$ cat config.mk
export PLATFORM = sky130hd
export DESIGN_NAME = irbn_pos
export DESIGN_NICKNAME = d
export VERILOG_FILES = /design/src/hw/rtl/irbn_pkg.sv /design/src/hw/rtl/irbn_pos.sv
export SDC_FILE = /design/constraint.sdc
export NUM_CORES = 1
export LEC_CHECK = 0
export ABC_AREA = 1
export BUFFER_PORTS_ARGS = -buffer_cell sky130_fd_sc_hd__buf_2
export CORE_UTILIZATION = 41
export CTS_CLUSTER_DIAMETER = 30
export CTS_CLUSTER_SIZE = 20
export DETAILED_ROUTE_END_ITERATION = 8
export HOLD_SLACK_MARGIN = 0.06
export PLACE_DENSITY = 0.63
export SYNTH_ARGS = -nofsm -noshare
export SYNTH_HDL_FRONTEND = slang
export SYNTH_SLANG_ARGS = --single-unit
$ cat constraint.sdc
create_clock -name i_clk -period 10.2 [get_ports i_clk]
set_clock_uncertainty 0.15 [all_clocks]
set_input_delay 0.51 -clock i_clk [delete_from_list [all_inputs] [get_ports i_clk]]
set_output_delay 0.51 -clock i_clk [all_outputs]
set_load 0.05 [all_outputs]
$ cat src/hw/rtl/irbn_pkg.sv
package irbn_pkg;

    // frame store geometry and fixed-point format
    localparam int MAX_WIDTH  = 512;
    localparam int MAX_HEIGHT = 512;
    localparam int FRAC_BITS  = 16;

    // field widths
    localparam int COORD_W = 12;
    localparam int STEP_W  = 20;
    localparam int DIM_W   = 10;
    localparam int PIX_W   = 8;
    localparam int CFG_AW  = 3;
    localparam int CFG_DW  = 20;

    // derived widths
    localparam int COL_W      = $clog2(MAX_WIDTH);
    localparam int ROW_W      = $clog2(MAX_HEIGHT);
    localparam int IDX_W      = (ROW_W > COL_W) ? ROW_W : COL_W;
    localparam int POS_W      = COORD_W + STEP_W;
    localparam int INT_W      = POS_W - FRAC_BITS;
    localparam int WGT_W      = FRAC_BITS + 1;
    localparam int BANK_AW    = ROW_W + COL_W - 2;
    localparam int BANK_DEPTH = 2 ** BANK_AW;

    typedef enum logic {
        OP_WRITE = 1'b0,
        OP_READ  = 1'b1
    } t_op;

    typedef enum logic {
        MODE_NEAREST  = 1'b0,
        MODE_BILINEAR = 1'b1
    } t_mode;

    typedef enum logic [CFG_AW-1:0] {
        CFG_SRC_WIDTH   = 3'd0,
        CFG_SRC_HEIGHT  = 3'd1,
        CFG_ROW_STEP    = 3'd2,
        CFG_COL_STEP    = 3'd3,
        CFG_INTERP_MODE = 3'd4
    } t_cfg_idx;

    typedef struct packed {
        logic [DIM_W-1:0]  src_width;
        logic [DIM_W-1:0]  src_height;
        logic [STEP_W-1:0] row_step;
        logic [STEP_W-1:0] col_step;
        t_mode             mode;
    } t_cfg;

    typedef struct packed {
        t_op                op;
        logic [COORD_W-1:0] row;
        logic [COORD_W-1:0] col;
        logic [PIX_W-1:0]   pixel;
    } t_item;

    // neighbour indices and weights, plus write target
    typedef struct packed {
        t_op                  op;
        logic                 wr_ok;
        logic [ROW_W-1:0]     wrow;
        logic [COL_W-1:0]     wcol;
        logic [PIX_W-1:0]     pixel;
        logic [ROW_W-1:0]     r0;
        logic [ROW_W-1:0]     r1;
        logic [COL_W-1:0]     c0;
        logic [COL_W-1:0]     c1;
        logic [FRAC_BITS-1:0] fr;
        logic [FRAC_BITS-1:0] fc;
    } t_lookup;

    // four bank words and the bank parity of each neighbour
    typedef struct packed {
        logic [3:0][PIX_W-1:0] q;
        logic                  r0p;
        logic                  r1p;
        logic                  c0p;
        logic                  c1p;
        logic [FRAC_BITS-1:0]  fr;
        logic [FRAC_BITS-1:0]  fc;
    } t_fetch;

    // zero acts as one, above the maximum acts as the maximum
    function automatic logic [IDX_W:0] eff_dim(input logic [DIM_W-1:0] v, input int maxv);
        logic [IDX_W:0] res;
        if (v == '0) begin
            res = (IDX_W+1)'(1);
        end else if (int'(v) > maxv) begin
            res = (IDX_W+1)'(maxv);
        end else begin
            res = (IDX_W+1)'(v);
        end
        return res;
    endfunction

    // clamp an index to the last row or column
    function automatic logic [IDX_W-1:0] clamp_idx(input logic [INT_W:0] i,
                                                   input logic [IDX_W:0] lim);
        logic [IDX_W:0]   last;
        logic [IDX_W-1:0] res;
        last = lim - 1'b1;
        if (i >= (INT_W+1)'(lim)) begin
            res = last[IDX_W-1:0];
        end else begin
            res = i[IDX_W-1:0];
        end
        return res;
    endfunction

endpackage

$ cat src/hw/rtl/irbn_pos.sv
module irbn_pos (
    input  logic             i_clk,
    input  logic             i_rst_n,
    input  logic             i_en,
    input  logic             i_valid,
    input  irbn_pkg::t_item  i_item,
    input  irbn_pkg::t_cfg   i_cfg,
    output logic             o_valid,
    output irbn_pkg::t_lookup o_lkp
);
    import irbn_pkg::*;

    localparam logic [POS_W:0] HALF = (POS_W+1)'(1) << (FRAC_BITS - 1);

    logic             r_a_valid;
    t_item            r_a_item;
    logic [POS_W-1:0] r_rpos;
    logic [POS_W-1:0] r_cpos;

    logic             r_b_valid;
    t_lookup          r_b;
    t_lookup          n_b;

    logic [POS_W:0]   rsum;
    logic [POS_W:0]   csum;
    logic [INT_W:0]   rnear;
    logic [INT_W:0]   cnear;
    logic [INT_W:0]   rlo;
    logic [INT_W:0]   rhi;
    logic [INT_W:0]   clo;
    logic [INT_W:0]   chi;
    logic [IDX_W:0]   eff_w;
    logic [IDX_W:0]   eff_h;
    logic [IDX_W-1:0] rn_i;
    logic [IDX_W-1:0] cn_i;
    logic [IDX_W-1:0] r0_i;
    logic [IDX_W-1:0] r1_i;
    logic [IDX_W-1:0] c0_i;
    logic [IDX_W-1:0] c1_i;

    // stage a: scale output coordinates to source positions
    always_ff @(posedge i_clk) begin
        if (!i_rst_n) begin
            r_a_valid <= 1'b0;
        end else if (i_en) begin
            r_a_valid <= i_valid;
        end
    end

    always_ff @(posedge i_clk) begin
        if (i_en) begin
            r_a_item <= i_item;
            r_rpos   <= i_item.row * i_cfg.row_step;
            r_cpos   <= i_item.col * i_cfg.col_step;
        end
    end

    // stage b: integer parts, rounding and edge clamp
    always_comb begin
        rsum  = {1'b0, r_rpos} + HALF;
        csum  = {1'b0, r_cpos} + HALF;
        rnear = rsum[POS_W:FRAC_BITS];
        cnear = csum[POS_W:FRAC_BITS];
        rlo   = {1'b0, r_rpos[POS_W-1:FRAC_BITS]};
        clo   = {1'b0, r_cpos[POS_W-1:FRAC_BITS]};
        rhi   = rlo + 1'b1;
        chi   = clo + 1'b1;
        eff_w = eff_dim(i_cfg.src_width, MAX_WIDTH);
        eff_h = eff_dim(i_cfg.src_height, MAX_HEIGHT);
        rn_i  = clamp_idx(rnear, eff_h);
        cn_i  = clamp_idx(cnear, eff_w);
        r0_i  = clamp_idx(rlo, eff_h);
        r1_i  = clamp_idx(rhi, eff_h);
        c0_i  = clamp_idx(clo, eff_w);
        c1_i  = clamp_idx(chi, eff_w);

        n_b.op    = r_a_item.op;
        n_b.wr_ok = (int'(r_a_item.row) < MAX_HEIGHT) && (int'(r_a_item.col) < MAX_WIDTH);
        n_b.wrow  = r_a_item.row[ROW_W-1:0];
        n_b.wcol  = r_a_item.col[COL_W-1:0];
        n_b.pixel = r_a_item.pixel;
        // nearest reads one pixel at full weight
        if (i_cfg.mode == MODE_NEAREST) begin
            n_b.r0 = rn_i[ROW_W-1:0];
            n_b.r1 = rn_i[ROW_W-1:0];
            n_b.c0 = cn_i[COL_W-1:0];
            n_b.c1 = cn_i[COL_W-1:0];
            n_b.fr = '0;
            n_b.fc = '0;
        end else begin
            n_b.r0 = r0_i[ROW_W-1:0];
            n_b.r1 = r1_i[ROW_W-1:0];
            n_b.c0 = c0_i[COL_W-1:0];
            n_b.c1 = c1_i[COL_W-1:0];
            n_b.fr = r_rpos[FRAC_BITS-1:0];
            n_b.fc = r_cpos[FRAC_BITS-1:0];
        end
    end

    always_ff @(posedge i_clk) begin
        if (!i_rst_n) begin
            r_b_valid <= 1'b0;
        end else if (i_en) begin
            r_b_valid <= r_a_valid;
        end
    end

    always_ff @(posedge i_clk) begin
        if (i_en) begin
            r_b <= n_b;
        end
    end

    assign o_valid = r_b_valid;
    assign o_lkp   = r_b;

endmodule

# After elaboration in Yosys (flattened, before gate mapping)

Cells that the tools add are included.

Multiply operators: 2
Magnitude comparators: 10
Reductions and logical operators: 3
Add/subtract/negate cells: 6
Multiplexer cells: 11

Operators by type and width:

| kind                                                          | count |
|---|---|
| >= comparator 17 x 10 -> 1 bit                                | 4 |
| 2-to-1 mux 68 bit                                             | 1 |
| adder 32 x 16 -> 33 bit (second input constant)               | 2 |
| multiplier 12 x 20 -> 32 bit                                  | 2 |
| 2-to-1 mux 9 bit                                              | 6 |
| 2-to-1 mux 10 bit                                             | 4 |
| adder 16 x 1 -> 17 bit (second input constant)                | 2 |
| >= comparator 16 x 10 -> 1 bit                                | 2 |
| less-than comparator 12 x 10 -> 1 bit (second input constant) | 2 |
| greater-than comparator 10 bit (second input constant)        | 2 |
| zero test 10 bit                                              | 2 |
| subtractor 9 x 1 -> 9 bit (second input constant)             | 2 |
| logical AND 1 bit                                             | 1 |

Logic and storage cells: 51
Bits in registers: 195
Input bits: 98

# Longest topological paths before layout

Gate-level depths: netlist of run 1.

Word-level depth: 6
Mapped depth: 24

# Worst setup path after synthesis of run 1

Ideal clock, no wire load.

Kind: input to register
Start: input i_cfg[12] in the netlist's numbering
End: register r_cpos[29] (data pin)
Stages: 20
Setup slack: 4.940 ns
Path buffers: 1
Data arrival time: 4.850 ns
Cell sequence: clkbuf_1 -> nand2_1 -> fa_1 -> inv_1 -> fa_1 -> inv_1 -> fa_1 -> inv_1 -> fa_1 -> inv_1 -> fa_1 -> inv_1 -> ha_1 -> a21oi_1 -> o21ai_0 -> a21oi_1 -> o21ai_0 -> a21oi_1 -> nand2_1 -> xor2_1

Cells in the longest elaborated chain, start to end: 1

RTL lines:

| item                         | line           | text |
|---|---|---|
| start, declared              | irbn_pos.sv:7  | `input irbn_pkg::t_cfg i_cfg,` |
| multiplier 12 x 20 -> 32 bit | irbn_pos.sv:54 | `r_cpos <= i_item.col * i_cfg.col_step;` |
| end signal, assigned         | irbn_pos.sv:54 |  |
| end, declared                | irbn_pos.sv:18 | `logic [POS_W-1:0] r_cpos;` |

No other way between the ends.
A chain may end at the register's enable or synchronous reset.

# Worst setup path after layout of run 1

Start: input i_item[23] in the netlist's numbering
End: register r_rpos[19] (data pin)

Cells in the longest elaborated chain, start to end: 1

RTL lines:

| item                         | line           | text |
|---|---|---|
| start, declared              | irbn_pos.sv:6  | `input irbn_pkg::t_item i_item,` |
| multiplier 12 x 20 -> 32 bit | irbn_pos.sv:53 | `r_rpos <= i_item.row * i_cfg.row_step;` |
| end signal, assigned         | irbn_pos.sv:53 |  |
| end, declared                | irbn_pos.sv:17 | `logic [POS_W-1:0] r_rpos;` |

No other way between the ends.

==> flow_summary_export.csv, run 1 <==
group,metric,value,unit
status,status,"complete, no violations",
route,first_iter_violations,1558,
synth,synth-async-reset-ratio,0,%
sta,drv_slew,0,
worst_setup_path,endpoint_kind,"flop",
worst_setup_path,cpLargestDelayFamily,"adder cells",
route,drc,0,
finish,final_nets,4045,
global_route,grt_pass1_wl,109300,µm
finish,ff_latch_area,5836,µm²
clock_tree,cts.clk_slew.worst_paths,80,ps
finish,fillers,6357,
sta,tightest_slew,888.2,ps
clock_tree,postCtsSetupBuffers,0,
die,die-height,255.8,µm
route,first_pass_iters,6,
synth,synth_area_per_cell,8.100,µm²
clock_tree,cts_tree,"yes",
finish,final_cells,4240,
die,die_area,65430,µm²
finish,multi_input_area,17190,µm²
route,wirelength,65610,µm
route,postRouteAntennaNets,0,
synth,synth_top_area_share,27.29,%
worst_setup_path,path_class,"in2reg",
sta,fmax,191.2,MHz
global_route,grt.total_usage,20.98,%
worst_setup_path,rr_worst_depth,19,
finish,diodes,0,
worst_setup_path,reg2reg_from,"r_cpos[16]$_DFFE_PP_",
sta,setup_viol,0,
die,io_pins,195,
sta,slew_headroom,40.72,%
worst_setup_path,r2r_setup_slack,6280,ps
worst_setup_path,r2r_end,"o_lkp[36]$_DFFE_PP_",
worst_setup_path,cp.arrival,5300,ps
min_path,worstHoldStart,"i_rst_n",
die,design.core.area,63310,µm²
worst_setup_path,slowest_delay,590,ps
synth,yosysMostFrequentCell,"nand2_1",
synth,syn_nets,3924,
place,dpl.hpwl,52220,µm
die,die_w,255.8,µm
place,dpl-instance-area,28050,µm²
sta,period_share,51.27,%
die,initial_core_util,41.71,%
global_route,grt_pass1_vias,21220,
route,vias,20700,
worst_setup_path,path_buf_inv,4,
worst_setup_path,cp_cell_sequence,"buf_2 -> nand2_1 -> fa_1 -> fa_1 -> fa_1 -> inv_1 -> fa_1 -> inv_1 -> fa_1 -> inv_1 -> ha_1 -> nand2_1 -> o21ai_0 -> nand2_1 -> nand2_1 -> a31oi_1 -> or2_2 -> nand3_1 -> nand2_1",
sta,final.setup.tns,0,ps
global_route,grt_overflow_total,0,
global_route,antenna_found_initial,0,
pwr,power.density,307.4,nW/µm²
min_path,min_path_cells,3,
global_route,grt_max_degree,89,
worst_setup_path,crit_path_start_kind,"input pin",
min_path,holdPathEnd,"o_valid$_SDFFE_PN0P_",
worst_setup_path,slowest_stage,"fa_1",
min_path,hold_path_class,"in2reg",
place,finalWeightedCongestion,0.9302,
synth,synth_seq_area_share,22.10,%
clock_tree,numCtsBuffers,17,
synth,synth-seq-cells,195,
clock_tree,ctsLongestPathBuffers,2,
finish,syn_to_final_growth,9.003,%
route,wl_per_cell,15.47,µm
place,place_inst,4198,
finish,stdcell_area,28780,µm²
synth,netlist_instances,3260,
synth,ys.flop_type,"edfxtp_1",
die,num_rows,92,
clock_tree,cts.sinks,195,
place,port_buffers,194,
synth,yosysTopAreaCell,"fa_1",
pwr,p_leak,15.54,nW
synth,synth_warnings,0,
synth,synthesis.area,26410,µm²
clock_tree,root_buffer,"clkbuf_16",
pwr,vdd_drop_max,0.0002583,V
route,viasPerCell,4.881,
worst_setup_path,crit_required,10270,ps
synth,ys_types,41,
worst_setup_path,worstPathMaxFanout,21,
sta,final_hold_viol_count,0,
sta,rsz0062_at_grt,"false",
clock_tree,h-tree-depth,4,
synth,synth.area.top_cells,"fa_1 (27%), edfxtp_1 (22%), nand2_1 (13%)",
sta,fin_crit,5230,ps
clock_tree,clk_latency,500,ps
synth,netlist_top_cells_count,"nand2_1 (915), inv_1 (790), fa_1 (360)",
synth,synth_edf_count,193,
flow_run,cap_violations,0,
finish,drive_gt1_share,8.073,%
## state kept, by name (all words and copies together), names as in the netlist
| register | cells |
|---|---|
| r_cpos | 32 |
| r_a_item | 6 |
| n_b | 27 |
| o_lkp | 96 |
| o_valid | 1 |
| r_a_valid | 1 |
| r_rpos | 32 |
## per-stage QoR
| step | hold slack [ps] | total power, mW | utilization [%] | worst slack [ps] |
|---|---|---|---|---|
| after floorplan | 250.3 | 6.374 | - | 4940 |
| after global placement | 250.5 | 8.047 | 44.31 | 4449 |
| after detailed placement | 254.5 | 8.089 | 44.31 | 4453 |
| after CTS | 69.12 | 8.894 | 45.46 | 4993 |
| after global routing | 98.44 | 9.870 | 45.46 | 4677 |
| final | 115.5 | 8.849 | 45.46 | 4970 |
## cells in the final DEF, fill, tap and decap left out, types with 4 or more instances in the layout
cell type	netlist	routed
o21bai_1	10	10
nand2_2	11	11
fa_1	360	360
nand3_4	4	4
a21oi_1	90	90
nor2_2	4	4
nand3b_1	9	9
o21ai_1	7	7
o21ai_0	62	62
a21boi_0	6	6
buf_2	8	193
xnor2_1	27	27
nor3_1	20	20
a21o_1	6	6
nand3_1	118	118
nand4_1	63	63
nand2_1	915	915
edfxtp_1	193	193
ha_1	206	206
xor2_1	54	54
a31oi_1	4	4
o21a_1	6	6
nor2_4	13	13
dlygate4sd3_1	0	10
inv_1	790	790
or2_2	8	8
nor2_1	145	145
clkbuf_16	0	17
o211ai_1	5	5
## worst reg2reg max path, cell delays in order (launching register included)
cell	delay, ps
edfxtp_1	540
ha_1	370
nand3_1	200
nor2_1	280
xnor2_1	250
nor2_1	70
a21oi_1	170
inv_1	60
ha_1	280
nand2_1	50
nor2_1	150
nand3b_1	100
nand3_1	80
nor2_1	40
nand2_1	60
nand2_1	250
nand3_4	270
nand2_1	80
nand3_1	90
nand2_1	110
## metal layers
metal | track usage, % | wire (µm)
met5 | 0 | 0
met4 | 6.304 | 1227
met3 | 2.496 | 3668
met2 | 35.16 | 31240
met1 | 28.42 | 29470
## kinds of logic (layout without fill, tap and decap cells)
group	count (synthesis)	count (layout)	synth area share, %
simple gates	1317	1317	21.00
buf+inv	895	1029	12.80
fa+ha+maj	566	566	37.05
compound gates	206	206	4.364
flops	195	195	22.10
xor+xnor	81	81	2.687
## how the worst max path moves through the flow
stage,cells after the start,end,from,slack [ps]
after floorplan,20,r_cpos[29]$_DFFE_PP_,i_cfg[12],4940
after global placement,19,r_cpos[23]$_DFFE_PP_,i_item[19],4450
after detailed placement,19,r_cpos[23]$_DFFE_PP_,i_item[19],4450
after CTS,19,r_cpos[23]$_DFFE_PP_,i_item[19],4990
after global routing,18,r_rpos[30]$_DFFE_PP_,i_item[23],4680
final,19,r_rpos[19]$_DFFE_PP_,i_item[23],4970
## cell type report
type	instances	area share [%]
Clock inverter	14	0.6651
Inverter	790	10.30
Sequential cell	195	20.27
Clock buffer	18	1.526
Timing Repair Buffer	207	3.834
Tap cell	846	3.677
Multi-Input combinational cell	2170	59.72
## power breakdown
part	switching (mW)	total [mW]	internal (mW)
sequential	0.203	1.56	1.36
combinational	4.21	6.54	2.33
clock	0.368	0.748	0.381
total	4.78	8.85	4.06
## what timing repair did
action | CTS | global route
hold buffers | 10 | 0
hold endpoints to repair | 10 | 0
gates resized for setup | 0 | 0
Note: power is estimated with default switching activity, not from simulation.
==> run 2: changes to the inputs <==
Settings changed: ABC_AREA 1 to 0, PLACE_DENSITY 0.63 to 0.65.
Clock period 10.2 ns to 4.2 ns, I/O delays scaled along.
==> flow_summary_export.csv, run 2 <==
group,metric,value,unit
synth,synth.area.top_cells,"fa_1 (29%), edfxtp_1 (23%), ha_1 (10%)",
worst_setup_path,endpoint_kind,"flop",
sta,drv_slew,0,
route,drc,0,
synth,synth_seq_area_share,23.20,%
route,wirelength,65640,µm
sta,setup_viol,40,
worst_setup_path,cpMostUsedCell,"fa_1",
die,io_pins,195,
synth,ys_types,77,
global_route,grt_overflow_total,0,
status,violations,"setup timing",
finish,syn_to_final_growth,28.08,%
global_route,grt.total_usage,21.44,%
route,first_iter_violations,1166,
finish,largest_register_ffs,96,
worst_setup_path,path_class,"in2reg",
route,viasPerCell,5.090,
die,num_rows,90,
sta,fmax,203.8,MHz
place,finalWeightedCongestion,0.9214,
die,die-height,249.7,µm
clock_tree,clk_latency,480,ps
finish,final_cell_mix,"inv_1 (434), nand2_1 (370), fa_1 (337), buf_4 (298), edfxtp_1 (193)",
synth,synth_warnings,0,
worst_setup_path,reg2reg_from,"r_rpos[16]$_DFFE_PP_",
worst_setup_path,worstPathMaxFanout,5,
sta,hold_slack,128.8,ps
min_path,holdPathEnd,"r_cpos[1]$_DFFE_PP_",
worst_setup_path,crit_required,4270,ps
route,postRouteAntennaNets,0,
synth,yosysTopAreaCell,"fa_1",
clock_tree,root_buffer,"clkbuf_16",
pwr,p_leak,15.09,nW
finish,layout_commonest_cell,"inv_1",
pwr,vdd_drop_max,0.0008699,V
clock_tree,numCtsBuffers,17,
place,place_inst,3790,
die,die_w,249.7,µm
clock_tree,ctsLongestPathBuffers,2,
worst_setup_path,slowest_stage,"fa_1",
pwr,power,29.51,mW
pwr,power.density,915.8,nW/µm²
place,dpl.hpwl,52870,µm
sta,rsz0062_at_grt,"true",
clock_tree,cts.clk_slew.worst_paths,70,ps
clock_tree,cts_tree,"yes",
synth,synth_area_per_cell,9.572,µm²
sta,fin_crit,4908,ps
flow_run,cap_violations,0,
sta,final_hold_viol_count,0,
min_path,worstHoldStart,"i_cfg[1]",
clock_tree,h-tree-depth,4,
synth,netlist_top_cells_count,"inv_1 (475), nand2_1 (406), fa_1 (360)",
die,design.core.area,60470,µm²
synth,syn_nets,3292,
global_route,grt_max_degree,104,
min_path,hold_path_class,"in2reg",
synth,ys.flop_type,"edfxtp_1",
die,initial_core_util,41.60,%
finish,drive_gt1_share,28.02,%
worst_setup_path,r2r_setup_slack,310,ps
worst_setup_path,cp.arrival,4970,ps
status,status,"finished with violations",
synth,netlist_instances,2628,
synth,synth-seq-cells,195,
sta,worst_slack,-708.0,ps
sta,slew_headroom,37.42,%
sta,period_share,116.9,%
worst_setup_path,slowest_delay,540,ps
synth,synthesis.area,25150,µm²
clock_tree,cts.sinks,195,
synth,synth_edf_count,193,
worst_setup_path,r2r_end,"o_lkp[55]$_DFFE_PP_",
global_route,antenna_found_initial,0,
die,die_area,62350,µm²
finish,final_cells,3901,
sta,tightest_slew,938.7,ps
worst_setup_path,crit_path_start_kind,"input pin",
route,first_pass_iters,6,
finish,final_nets,3770,
finish,diodes,0,
route,vias,19860,
synth,synth-async-reset-ratio,0,%
global_route,grt_pass1_wl,107700,µm
global_route,grt_pass1_vias,20790,
min_path,min_path_cells,3,
route,wl_per_cell,16.83,µm
synth,yosysMostFrequentCell,"inv_1",
worst_setup_path,cp_cell_sequence,"buf_12 -> and2_4 -> fa_1 -> inv_1 -> fa_1 -> inv_1 -> fa_2 -> fa_1 -> inv_1 -> fa_1 -> inv_2 -> ha_4 -> nand4_1 -> a211oi_4 -> o31ai_4 -> a211oi_4 -> o311ai_4 -> buf_6 -> o21ai_4 -> o31ai_2 -> xnor2_1",
worst_setup_path,rr_worst_depth,15,
synth,synth_top_area_share,28.65,%
place,port_buffers,194,
## run 2: cell types whose count changed after synthesis, sizes merged, moves of 41 or more
| cell | change |
|---|---|
| nand4 | -41 |
| nand2 | -519 |
| nor2 | -92 |
| and2 | +188 |
| nand3 | -94 |
| inv | -315 |
## run 2: worst max-delay path: cells and delay by family
kind | cells | cell delay, ps
adders and majority gates | 6 | 2700
AOI/OAI and AO/OA | 6 | 1060
buffers and inverters | 6 | 510
and+or+nand+nor | 2 | 340
xor gates and xnor gates | 1 | 130
## run 2: what timing repair did
| item | CTS | global route |
|---|---|---|
| setup buffers | 23 | 26 |
| hold endpoints to repair | 36 | 0 |
| pin swaps | 119 | 122 |
| gates resized for setup | 222 | 167 |
| hold buffers | 36 | 0 |
| setup endpoints to repair | 42 | 46 |
## run 2: routing by layer
metal / track usage [%] / vias up / share of wire (%)
met1: 30.43 / 9965 / 47
met2: 34.26 / 496 / 47
li1: - / 9320 / -
met5: 0 / - / 0
met4: 5.908 / 0 / 1.7
met3: 2.952 / 75 / 4.4
## run 2: cells by family after synthesis
| group | after synthesis | synth area share, % |
|---|---|---|
| buffers and inverters | 606 | 9.297 |
| XOR/XNOR | 94 | 3.273 |
| flip-flops | 195 | 23.20 |
| adder cells (fa/ha/maj) | 566 | 38.90 |
| multiplexers | 47 | 1.980 |
| AND/OR/NAND/NOR | 844 | 16.35 |
| AO/OA/AOI/OAI | 276 | 7.004 |
## run 2: layout make-up
cell class	instances	area, µm²
fill	5213	28250
multi-input combinational	1827	18360
sequential	195	5836
timing repair buffer	590	4684
inverter	475	1783
tap	782	978.4
clock buffer	18	429.2
clock inverter	14	147.6
## run 2: how the worst max path moves through the flow
stage / cells past startpoint / startpoint / endpoint
floorplan: 21 / i_cfg[4] / r_cpos[30]$_DFFE_PP_
global placement: 21 / i_item[16] / r_cpos[28]$_DFFE_PP_
detailed placement: 21 / i_item[11] / r_cpos[28]$_DFFE_PP_
CTS: 20 / i_item[28] / r_rpos[17]$_DFFE_PP_
global route: 20 / i_cfg[26] / r_rpos[17]$_DFFE_PP_
finish: 21 / i_item[16] / r_cpos[28]$_DFFE_PP_
## run 2: per-stage QoR
step	TNS, ps	utilization (%)	area, µm²	setup WS [ps]
after detailed placement	-45490	48.72	29460	-1453
after floorplan	-23540	-	25990	-1100
after global routing	-22220	53.28	32220	-855.1
final	-17300	53.28	32220	-708.0
after CTS	-13790	51.99	31440	-674.9
after global placement	-43540	48.72	29460	-1410
## run 2: power by group
group / internal, mW / total, mW / switching, mW
sequential: 3.28 / 3.77 / 0.492
combinational: 12.2 / 24.1 / 11.9
clock: 0.788 / 1.64 / 0.849
total: 16.3 / 29.5 / 13.2
==> run 3: changes to the inputs <==
Settings changed: PLACE_DENSITY 0.65 to 0.72.
==> flow_summary_export.csv, run 3 (synthesis results as in run 2) <==
group,metric,value,unit
status,status,"finished with violations",
status,violations,"setup timing",
route,first_pass_iters,5,
worst_setup_path,crit_path_start_kind,"input pin",
finish,layout_commonest_cell,"inv_1",
worst_setup_path,cp.arrival,4950,ps
route,wl_per_cell,16.83,µm
die,design.core.area,60470,µm²
global_route,grt_pass1_vias,20100,
clock_tree,cts.clk_slew.worst_paths,90,ps
route,wirelength,65620,µm
finish,fillers,5091,
die,die_w,249.7,µm
clock_tree,cts_tree,"yes",
finish,final_cell_mix,"inv_1 (437), nand2_1 (371), fa_1 (337), buf_4 (307), edfxtp_1 (193)",
finish,final_nets,3767,
worst_setup_path,worstPathMaxFanout,8,
clock_tree,cts.sinks,195,
clock_tree,clk_latency,500,ps
flow_run,cap_violations,0,
worst_setup_path,reg2reg_from,"r_rpos[16]$_DFFE_PP_",
pwr,p_leak,15.14,nW
min_path,hold_path_class,"in2reg",
worst_setup_path,cp_cell_sequence,"buf_4 -> buf_4 -> and2_1 -> fa_1 -> fa_1 -> fa_1 -> fa_1 -> inv_1 -> fa_1 -> inv_2 -> ha_4 -> nand2_1 -> o21ai_4 -> o41ai_4 -> a31oi_2 -> a221o_1 -> nand4_1 -> o311ai_2",
die,die_area,62350,µm²
worst_setup_path,slowest_delay,560,ps
pwr,power.density,915.1,nW/µm²
finish,final_cells,3899,
clock_tree,numCtsBuffers,17,
worst_setup_path,cpMostUsedCell,"fa_1",
finish,stdcell_area,32260,µm²
pwr,vdd_drop_max,0.001048,V
sta,slew_headroom,39.91,%
worst_setup_path,rr_worst_depth,15,
sta,fin_crit,4870,ps
die,io_pins,195,
place,finalWeightedCongestion,0.9060,
global_route,grt_max_degree,96,
global_route,grt_overflow_total,0,
route,drc,0,
worst_setup_path,crit_required,4280,ps
sta,rsz0062_at_grt,"true",
sta,fmax,205.3,MHz
worst_setup_path,r2r_setup_slack,390,ps
clock_tree,root_buffer,"clkbuf_16",
worst_setup_path,startpoint,"i_cfg[10]",
sta,setup_viol,39,
die,die-height,249.7,µm
global_route,antenna_found_initial,3,
worst_setup_path,r2r_end,"o_lkp[55]$_DFFE_PP_",
sta,tightest_slew,901.4,ps
finish,largest_register_ffs,96,
route,postRouteAntennaNets,0,
sta,worst_slack,-670.0,ps
finish,drive_gt1_share,27.70,%
die,num_rows,90,
route,vias,19680,
global_route,grt_pass1_wl,104800,µm
clock_tree,ctsLongestPathBuffers,2,
sta,final_hold_viol_count,0,
clock_tree,h-tree-depth,4,
route,first_iter_violations,1102,
worst_setup_path,endpoint_kind,"flop",
pwr,power,29.52,mW
global_route,grt.total_usage,21.07,%
sta,final.setup.tns,-15530,ps
route,viasPerCell,5.048,
place,place_inst,3793,
worst_setup_path,slowest_stage,"fa_1",
worst_setup_path,crit_path_end,"r_cpos[29]$_DFFE_PP_",
sta,drv_slew,0,
die,initial_core_util,41.60,%
sta,period_share,116.0,%
place,dpl.hpwl,50140,µm
place,dpl-instance-area,29470,µm²
worst_setup_path,path_class,"in2reg",
finish,syn_to_final_growth,28.24,%
place,port_buffers,194,
[run 3: how the worst min path moves through the flow]
stage,start,to,slack [ps],cells after the start
after floorplan,i_item[0],n_b[68]$_DFFE_PP_,160,0
after global placement,i_item[2],n_b[70]$_DFFE_PP_,240,1
after detailed placement,i_item[0],n_b[68]$_DFFE_PP_,240,1
after CTS,i_item[21],n_b[86]$_DFFE_PP_,80,2
after global routing,i_item[22],n_b[87]$_DFFE_PP_,120,2
final,i_item[22],n_b[87]$_DFFE_PP_,150,2
[run 3: routing by layer]
metal | vias to the layer above | part of all wire [%] | track usage [%]
met2 | 593 | 46 | 33.27
met3 | 87 | 5.7 | 3.890
li1 | 9321 | - | -
met1 | 9679 | 46 | 29.59
met4 | 4 | 2.0 | 5.838
met5 | - | 0.030 | 0
[run 3: worst max-delay path, delay by kind of cell]
| kind | cells | cell delay (ps) |
|---|---|---|
| AND/OR/NAND/NOR | 3 | 410 |
| adder cells (fa/ha/maj) | 6 | 2750 |
| buffers and inverters | 4 | 410 |
| AO/OA/AOI/OAI | 5 | 1170 |
[run 3: where the power goes]
part / switching [mW] / internal (mW)
Combinational: 12.0 / 12.0
Sequential: 0.480 / 3.28
Clock: 0.972 / 0.835
[run 3: through the flow]
step                      utilization, %  worst slack (ps)  hold WS (ps)
final                              53.34            -670.0         154.3
after global routing               53.34            -840.9         123.5
after CTS                          51.98            -582.5         78.11
after detailed placement           48.74             -1355         238.3
after global placement             48.74             -1280         237.0
after floorplan                        -             -1100         158.9
[run 3: timing repair]
action / 4_1_cts / 5_1_grt
pin swaps: 109 / 109
resized for setup: 212 / 170
endpoints found under the hold margin: 32 / 2
setup endpoints to repair: 44 / 44
setup buffers: 33 / 21
gates cloned: 0 / 2
hold buffers: 32 / 2
[run 3: layout make-up]
type | instances | area, µm² | share of cell area, %
Multi-Input combinational cell | 1827 | 18300 | 56.72
Inverter | 475 | 1783 | 5.527
Antenna cell | 1 | 2.502 | 0.007758
Sequential cell | 195 | 5836 | 18.09
Clock buffer | 17 | 425.4 | 1.319
Timing Repair Buffer | 587 | 4718 | 14.63
Clock inverter | 15 | 216.5 | 0.6710
Tap cell | 782 | 978.4 | 3.033
